[src/hw/rtl/sorted_record_table_search_defines.svh]
// assertion macros for the sorted record table
`ifndef SORTED_RECORD_TABLE_SEARCH_DEFINES_SVH
`define SORTED_RECORD_TABLE_SEARCH_DEFINES_SVH

// implication checked on every edge outside reset
`define SRTS_ASSERT_IMPL(label, clk, rst_n, ante, cons) \
  label: assert property (@(posedge clk) disable iff (!rst_n) (ante) |-> (cons)) \
    else $error("%m: check failed");

// implication with the consequent checked in the cycle after the antecedent
`define SRTS_ASSERT_NEXT(label, clk, rst_n, ante, cons) \
  label: assert property (@(posedge clk) disable iff (!rst_n) (ante) |=> (cons)) \
    else $error("%m: check failed");

`endif

[src/hw/rtl/srts_pkg.sv]
// ----------------------------------------------------------------------------
// srts_pkg
// types and constants shared by the sorted record table
// ----------------------------------------------------------------------------
`timescale 1ns / 1ps

package srts_pkg;

  localparam int unsigned TableDepthDefault = 64;
  localparam int unsigned KeyCharsDefault   = 8;

  localparam logic [1:0] ActInsert = 2'd0;
  localparam logic [1:0] ActLookup = 2'd1;
  localparam logic [1:0] ActDump   = 2'd2;

  localparam logic [2:0] StOk        = 3'd0;
  localparam logic [2:0] StNotFound  = 3'd1;
  localparam logic [2:0] StDuplicate = 3'd2;
  localparam logic [2:0] StFull      = 3'd3;
  localparam logic [2:0] StEmpty     = 3'd4;

  typedef struct packed {
    logic [63:0] key;
    logic [7:0]  cls;
    logic [19:0] cnt;
    logic [23:0] cost;
  } rec_t;

  typedef struct packed {
    logic [1:0]  action;
    logic [63:0] part_key;
    logic [7:0]  part_class;
    logic [19:0] on_hand;
    logic [23:0] cost_cents;
  } in_word_t;

  typedef struct packed {
    logic [2:0]  status;
    logic [63:0] out_key;
    logic [7:0]  out_class;
    logic [19:0] out_on_hand;
    logic [23:0] out_cost;
    logic [43:0] out_value;
    logic        last_result;
  } out_word_t;

  // per-cell control from the sequencer
  typedef struct packed {
    logic ins;    // insert new record at its key position
    logic shift;  // dump: move records one cell toward the head
    logic rot;    // never set; the dump rotation comes from shift
  } cell_ctl_t;

endpackage

[src/hw/rtl/srts_cell.sv]
// ----------------------------------------------------------------------------
// srts_cell
// one table slot: holds a record, compares it to the probe key, takes the
// right record on a dump and the left record when an insert shifts the table
// ----------------------------------------------------------------------------
`timescale 1ns / 1ps

module srts_cell (
  input  logic              clk_i,
  input  srts_pkg::cell_ctl_t ctl_i,
  input  logic              occ_i,       // this slot holds a record
  input  logic              left_occ_i,
  input  logic              left_gt_i,   // left cell key above probe
  input  logic [63:0]       probe_i,
  input  srts_pkg::rec_t    new_i,
  input  srts_pkg::rec_t    left_rec_i,
  input  srts_pkg::rec_t    right_rec_i, // dump rotation source
  output srts_pkg::rec_t    rec_o,
  output logic              gt_o,
  output logic              eq_o
);

  srts_pkg::rec_t rec_q, rec_d;
  logic           here_gt;

  assign here_gt = occ_i && (rec_q.key > probe_i);
  assign gt_o    = here_gt;
  assign eq_o    = occ_i && (rec_q.key == probe_i);
  assign rec_o   = rec_q;

  always_comb begin
    rec_d = rec_q;
    if (ctl_i.ins) begin
      if (left_occ_i && left_gt_i) begin
        rec_d = left_rec_i;
      end else if (here_gt || !occ_i) begin
        rec_d = new_i;
      end
    end else if (ctl_i.shift) begin
      rec_d = right_rec_i;
    end
  end

  always_ff @(posedge clk_i) begin
    if (ctl_i.ins || ctl_i.shift) begin
      rec_q <= rec_d;
    end
  end

endmodule

[config.mk]
export PLATFORM = sky130hd
export DESIGN_NAME = srts_cell
export DESIGN_NICKNAME = d
export VERILOG_FILES = /design/src/hw/rtl/sorted_record_table_search_defines.svh /design/src/hw/rtl/srts_pkg.sv /design/src/hw/rtl/srts_cell.sv
export SDC_FILE = /design/constraint.sdc
export NUM_CORES = 1
export LEC_CHECK = 0
export ABC_AREA = 1
export ABC_CLOCK_PERIOD_IN_PS = 15900
export BUFFER_PORTS_ARGS = -buffer_cell sky130_fd_sc_hd__buf_2
export CAP_MARGIN = 15
export CELL_PAD_IN_SITES_DETAIL_PLACEMENT = 1
export CELL_PAD_IN_SITES_GLOBAL_PLACEMENT = 2
export CORE_AREA = 2 2 207 209
export CTS_CLUSTER_SIZE = 40
export DETAILED_ROUTE_END_ITERATION = 8
export DIE_AREA = 0 0 209 211
export PLACE_DENSITY = 0.68
export SETUP_SLACK_MARGIN = 0.2
export SYNTH_ARGS = -nofsm -noshare
export SYNTH_HDL_FRONTEND = slang
export SYNTH_SLANG_ARGS = --single-unit
[constraint.sdc]
create_clock -name clk_i -period 15.9 [get_ports clk_i]
set_input_delay 1.59 -clock clk_i [delete_from_list [all_inputs] [get_ports clk_i]]
set_output_delay 1.59 -clock clk_i [all_outputs]
set_load 0.1 [all_outputs]
==> summary.txt, run 1 <==
Status
  – Status: finished clean

Detailed routing
  – Initial DRC count: 318
  – Avg Vias per Cell: 4.33
  – Drt wl/cell: 19.4 um
  – Final wirelength: 38,300 um
  – Pre-Repair DR Iteration Count: 4
  – DR DRC count: 0
  – ANT nets after route: 0
  – Via count: 8,581

Global routing
  – First-pass GRT wire length: 56,500 um
  – Total gr overflow: 0
  – Largest net degree at the start of global routing: 117
  – Vias in the first global route: 9,235
  – Antenna violations before repair: 18
  – Tot GR Track Use: 17.5%

Worst hold path
  – Worst min path class: in2reg
  – Hold path startpoint: right_rec_i[42]
  – Hold path depth: 3
  – Hold EP: rec_o[42]$_DFFE_PP_

Placement
  – RePlAce Congestion: 0.824
  – Placed cell area: 10,700 um^2
  – Post-placement setup slack: 10.51 ns
  – DP Wirelength: 29,600 um
  – # port buffers: 535
  – Placed cells: 1,943

Die
  – Die X-Extent: 209 um
  – Core footprint: 41,800 um^2
  – Die Height: 211 um
  – Row count: 75
  – I/O Pins: 537
  – Die Area: 44,100 um^2
  – Initial Util: 17.9%

Logic synthesis
  – Seq/Total Area, Yosys: 46.5%
  – Syn avg cell area: 8.21 um^2
  – Synth unique cells: 27
  – Post-synth net total: 1,394
  – Synth top area cells: edfxtp_1 47%, a21oi_1 18%, ha_1 11%, nand2_1 8.7%, nor2_1 6.7%
  – Synthesized area: 7480 um^2
  – Yosys top cell area share: 46.5%
  – FF+latch count, synth: 116
  – Area leader, netlist: edfxtp_1
  – YS warnings: 0
  – Synthesized instance count: 911

Setup path
  – Nature of the critical path endpoint: output port
  – RR Startpoint: rec_o[95]$_DFFE_PP_
  – CP startpoint kind: input pin
  – Critical-path top delay cell: buf_2
  – R2R depth: 12
  – Crit path max fanout: 3
  – Worst Path Required: 14.31 ns
  – Reg2reg setup slack: 12.84 ns
  – Max stage delay on crit path: 0.46 ns
  – WP data arrival: 3.67 ns
  – Setup CP Type: in2out
  – Critical Path, Cell by Cell: buf_2 -> inv_1 -> ha_1 -> nand4_1 -> nor2_1 -> nand3_1 -> nor3b_2 -> nand4_1 -> nor2_1 -> buf_2
  – RR Endpoint: rec_o[70]$_DFFE_PP_

CTS
  – Clock Path Buffers: 2
  – CTS clk-pin slew, worst paths: 0.06 ns
  – Root Buffer: clkbuf_16
  – # H-tree levels: 4
  – Clock sink total: 116
  – TritonCTS clock tree: done
  – Post-CTS setup buffers: 0
  – Post-CTS resize count: 0
  – Worst-Skew Late Latency: 0.48 ns
  – CTS Buf Count: 17
  – CTS Hold Buffers Added: 0

Finish
  – Fin cells: 1,981
  – Area Growth Syn to Fin: 50.8%
  – Share of layout cells above drive strength 1: 40.5%
  – Final instance area: 11,300 um^2
  – Max reg flops: 116
  – Utilization after layout: 27.0%
  – Fin nets: 1,906

Timing
  – Final worst slack: 10.64 ns
  – Max Fclk: 190 MHz
  – Final setup TNS: 0 ns
  – # setup viols final: 0
  – Slew @ Worst Pin: 0.967 ns
  – Rel. slew slack: 35.5%
  – RSZ-0062 raised after global routing: false
  – Clk_skew: 0.0117 ns
  – Crit path time final: 5.26 ns
  – Final Hold Vio Count: 0
  – Fin crit share: 33.1%
  – Slew Limit Fails: 0

Power
  – Pwr Density: 110 nW/um^2
  – Max VDD drop: 0.0674 mV
  – Leakage: 5.47 nW

Job
  – Max-cap violation count: 0
## kinds of logic after synthesis
logic type	share of synthesized area [%]
AO/OA/AOI/OAI	18.7
adder cells (fa/ha/maj)	10.7
buffers and inverters	6.60
flip-flops	46.5
AND/OR/NAND/NOR	17.4
## worst max-delay path, delay by kind of cell
family	cells	cell delay (ns)
and+or+nand+nor	6	1.18
buffers and inverters	3	0.57
adders and majority gates	1	0.31
## cell type report
type | instances | area (um^2)
fill | 5164 | 30500
multi-input combinational | 669 | 3520
sequential | 116 | 3480
timing repair buffer | 542 | 2750
tap | 539 | 674
clock buffer | 19 | 433
inverter | 77 | 294
clock inverter | 13 | 116
antenna | 6 | 15.0
## stage by stage
stage	total power, mW	hold slack, ns
2_1_floorplan	0.738	1.81
3_3_place_gp	0.867	1.67
3_5_place_dp	0.872	1.67
4_1_cts	1.27	1.38
5_1_grt	1.30	1.41
6_report	1.24	1.43
## per-layer routing
metal	routed length, um	track usage (%)
met1	14700	18.5
met2	19700	31.1
met3	2990	6.56
met4	797	7.78
met5	150	0
## cells in the mapped netlist, drive strengths merged
cell / n
a21oi: 263
nand2: 176
nor2: 135
edfxtp: 116
inv: 77
ha: 64
clkbuf: 34
buf: 15
nand3: 7
o21ai: 7
nor3: 5
o21a: 4
nand4: 3
a21o: 1
and2: 1
nor3b: 1
nor4: 1
o21bai: 1
## where the power goes
part / internal (mW) / switching [mW]
clock: 0.226 / 0.155
combinational: 0.102 / 0.361
sequential: 0.380 / 0.0161
## worst max path at each step
| stage | from | end | slack, ns | depth (start not counted) |
|---|---|---|---|---|
| after floorplan | probe_i[31] | rec_o[0]$_DFFE_PP_ | 9.42 | 13 |
| after global placement | probe_i[47] | eq_o | 10.54 | 10 |
| after detailed placement | probe_i[47] | eq_o | 10.51 | 10 |
| after CTS | probe_i[47] | eq_o | 10.50 | 10 |
| after global routing | probe_i[43] | eq_o | 10.50 | 12 |
| final | probe_i[47] | eq_o | 10.64 | 10 |
## layout by cell type, fill, tap and decap left out
master,count
diode_2,6
nor2_1,133
nor4_1,1
buf_12,1
o21a_1,4
a21o_1,1
a21oi_1,262
inv_2,1
o21ai_0,7
clkbuf_1,2
nor2_2,1
nand2_2,1
nand3_1,7
nand2_1,173
a21oi_4,1
inv_4,2
and2_4,1
nand4_1,3
inv_1,74
nand2_4,2
nor3_4,1
nor2_4,1
o21bai_1,1
bufinv_16,2
nor3_1,4
ha_1,64
nor3b_2,1
buf_2,534
clkbuf_16,17
clkinv_2,6
buf_4,7
clkinvlp_4,2
edfxtp_1,116
clkinv_1,3
Power figures use the tool's default switching activity.
==> run 2, diff against run 1 <==
- ABC_AREA: 1 -> 0
- ABC_CLOCK_PERIOD_IN_PS: 15900 -> 5500
- CORE_AREA: 2 2 207 209 -> 2 2 212 214
- DIE_AREA: 0 0 209 211 -> 0 0 214 216
- PLACE_DENSITY: 0.68 -> 0.62
- clock period: 15.9 -> 5.5 ns (I/O delays scaled with it)
==> run 2 against run 1 <==
Routed wire length decreased by 15%. Sequential cell count did not move. Power grew to 2.9 times the previous value. Die area is 4.8% higher. Non-clock buffer count shrank 1. Global-route usage is 3.6 points lower. Cell area up 1.4%.
==> summary.txt, run 2 <==
Setup path
  – Crit path max fanout: 55
  – Nature of the critical path endpoint: register
  – Worst Path Required: 5.56 ns
  – WP data arrival: 3.77 ns
  – Setup CP Type: reg2reg
  – RR Startpoint: rec_o[61]$_DFFE_PP_
  – Reg2reg setup slack: 1.79 ns
  – RR Endpoint: rec_o[85]$_DFFE_PP_
  – CP startpoint kind: register
  – R2R depth: 9

Timing
  – Max Fclk: 269 MHz
  – Crit path time final: 3.71 ns
  – # setup viols final: 0
  – Clk_skew: 0.0100 ns
  – Slew Limit Fails: 0
  – Slew @ Worst Pin: 0.904 ns
  – Final Hold Vio Count: 0
  – Fin crit share: 67.5%
  – Final setup TNS: 0 ns
  – Rel. slew slack: 39.7%
  – RSZ-0062 raised after global routing: false

Die
  – Die Height: 216 um
  – I/O Pins: 537
  – Row count: 77
  – Core footprint: 43,800 um^2
  – Die X-Extent: 214 um
  – Die Area: 46,200 um^2
  – Initial Util: 17.2%

Power
  – Comb pwr share: 36.3%
  – Sw Share: 41.1%
  – Max VDD drop: 0.142 mV
  – NetSw: 1.48 mW
  – Tot Pwr: 3.59 mW
  – Seq pwr share: 31.6%
  – Clock network power share: 32.1%
  – Pwr Density: 314 nW/um^2
  – Int Pwr: 2.12 mW
  – Leakage: 5.91 nW

CTS
  – Clock sink total: 116
  – CTS Hold Buffers Added: 0
  – Worst-Skew Late Latency: 0.44 ns
  – Clock Path Buffers: 2
  – TritonCTS clock tree: done
  – Post-CTS resize count: 0
  – Post-CTS setup buffers: 0
  – # H-tree levels: 4
  – Root Buffer: clkbuf_16
  – CTS Buf Count: 17
  – CTS clk-pin slew, worst paths: 0.06 ns

Logic synthesis
  – EDFF count, synth: 116
  – Most common cell in the netlist: a21oi_1
  – Asr flop ratio synth: 0%
  – Synthesized area: 7520 um^2
  – Commonest cells in the netlist: 141 x a21oi_1, 118 x nor2_1, 116 x edfxtp_1, 116 x mux2i_1, 67 x inv_1
  – Yosys top cell area share: 46.3%
  – Synth unique cells: 36
  – Primary FF master, synth: edfxtp_1
  – FF+latch count, synth: 116
  – YS warnings: 0
  – Synth top area cells: edfxtp_1 46%, mux2i_1 15%, ha_1 11%, a21oi_1 9.4%, nor2_1 5.9%
  – Syn avg cell area: 10.2 um^2
  – Post-synth net total: 1,221
  – Synthesized instance count: 738
  – Area leader, netlist: edfxtp_1
  – Seq/Total Area, Yosys: 46.3%

Detailed routing
  – Pre-Repair DR Iteration Count: 4
  – Drt wl/cell: 17.4 um
  – DR DRC count: 0
  – DR WL met2: 16,900 um
  – Final wirelength: 32,500 um
  – Top Layer Used: met5
  – Initial DRC count: 225
  – Avg Vias per Cell: 4.01
  – Met3 routed WL: 2130 um
  – ANT nets after route: 0
  – Via count: 7,485
  – Metal-1 WL: 13,000 um

Finish
  – Utilization after layout: 26.1%
  – Most frequent cells in the layout: 534 x buf_2, 141 x a21oi_1, 118 x nor2_1
  – Share of layout cells above drive strength 1: 45.8%
  – Antenna Cells: 0
  – Area Growth Syn to Fin: 52.2%
  – Most common cell after layout, fill and taps aside: buf_2
  – Fill cells: 5,290
  – Final instance area: 11,400 um^2
  – Max reg flops: 116
  – Fin nets: 1,743

Status
  – Status: finished clean

Worst hold path
  – Worst min path class: in2reg
  – Hold path depth: 3
  – Hold EP: rec_o[97]$_DFFE_PP_
  – Hold path startpoint: right_rec_i[97]

Placement
  – Placed cell area: 10,900 um^2
  – RePlAce Congestion: 0.819
  – DP Wirelength: 27,300 um
  – # port buffers: 535

Global routing
  – Antenna violations before repair: 3
  – First-pass GRT wire length: 48,000 um
  – Total gr overflow: 0
  – Tot GR Track Use: 13.9%
  – Vias in the first global route: 8,057
  – Largest net degree at the start of global routing: 83

Job
  – Max-cap violation count: 0
-- run 2: per-stage QoR --
stage	hold slack, ns	instances	worst slack [ns]
2_1_floorplan	0.776	738	1.36
3_3_place_gp	0.869	1833	1.43
3_5_place_dp	0.877	1833	1.37
4_1_cts	0.390	1865	1.59
5_1_grt	0.410	1865	1.42
6_report	0.427	1865	1.79
-- run 2: metal layers --
layer	vias up	GRT usage, %
li1	3724	-
met4	4	3.80
met1	3465	15.5
met5	-	0
met3	24	4.51
met2	268	25.3
-- run 2: worst max-delay path by stage --
stage | from | to | cells past startpoint | slack (ns)
6_report | rec_o[61]$_DFFE_PP_ | rec_o[85]$_DFFE_PP_ | 9 | 1.79
3_5_place_dp | probe_i[14] | rec_o[76]$_DFFE_PP_ | 11 | 1.37
2_1_floorplan | rec_o[114]$_DFFE_PP_ | rec_o[0]$_DFFE_PP_ | 8 | 1.36
5_1_grt | rec_o[63]$_DFFE_PP_ | rec_o[85]$_DFFE_PP_ | 9 | 1.42
4_1_cts | rec_o[61]$_DFFE_PP_ | rec_o[85]$_DFFE_PP_ | 9 | 1.59
3_3_place_gp | probe_i[11] | rec_o[76]$_DFFE_PP_ | 11 | 1.43
-- run 2: power by group through the flow --
stage	registers [mW]	logic [mW]	clock network, mW
2_1_floorplan	1.81	0.297	0
3_3_place_gp	1.15	1.32	0
3_5_place_dp	1.16	1.32	0
4_1_cts	1.14	1.33	1.19
5_1_grt	1.15	1.39	1.23
6_report	1.14	1.30	1.15
-- run 2: cells by family (layout without fill, tap and decap cells) --
group                    after synthesis  in the layout  share of synthesized area [%]
flip-flops                           116            116                           46.3
AO/OA/AOI/OAI                        167            167                           12.0
buffers and inverters                105            640                           5.42
multiplexers                         116            116                           15.4
adder cells (fa/ha/maj)               64             64                           10.6
AND/OR/NAND/NOR                      170            170                           10.2
-- run 2: area by class of cell --
type                    count  area (um^2)  share of cell area, %
multi-input cells         517         3650                   31.9
flip-flops and latches    116         3480                   30.4
repair buffers            541         2730                   23.8
well taps                 592          741                   6.47
clock buffers              20          437                   3.82
inverters                  67          251                   2.20
clock inverters            12          156                   1.37
-- run 2: worst max-delay path, stage by stage, from the launching register on --
cell and delay [ns]:
edfxtp_1 0.42, ha_1 0.32, and4_1 0.22, nor4b_2 0.29, a21bo_2 0.26, o211ai_1 0.17
a211oi_2 0.13, a21oi_2 0.21, o22a_4 0.53, buf_4 0.72
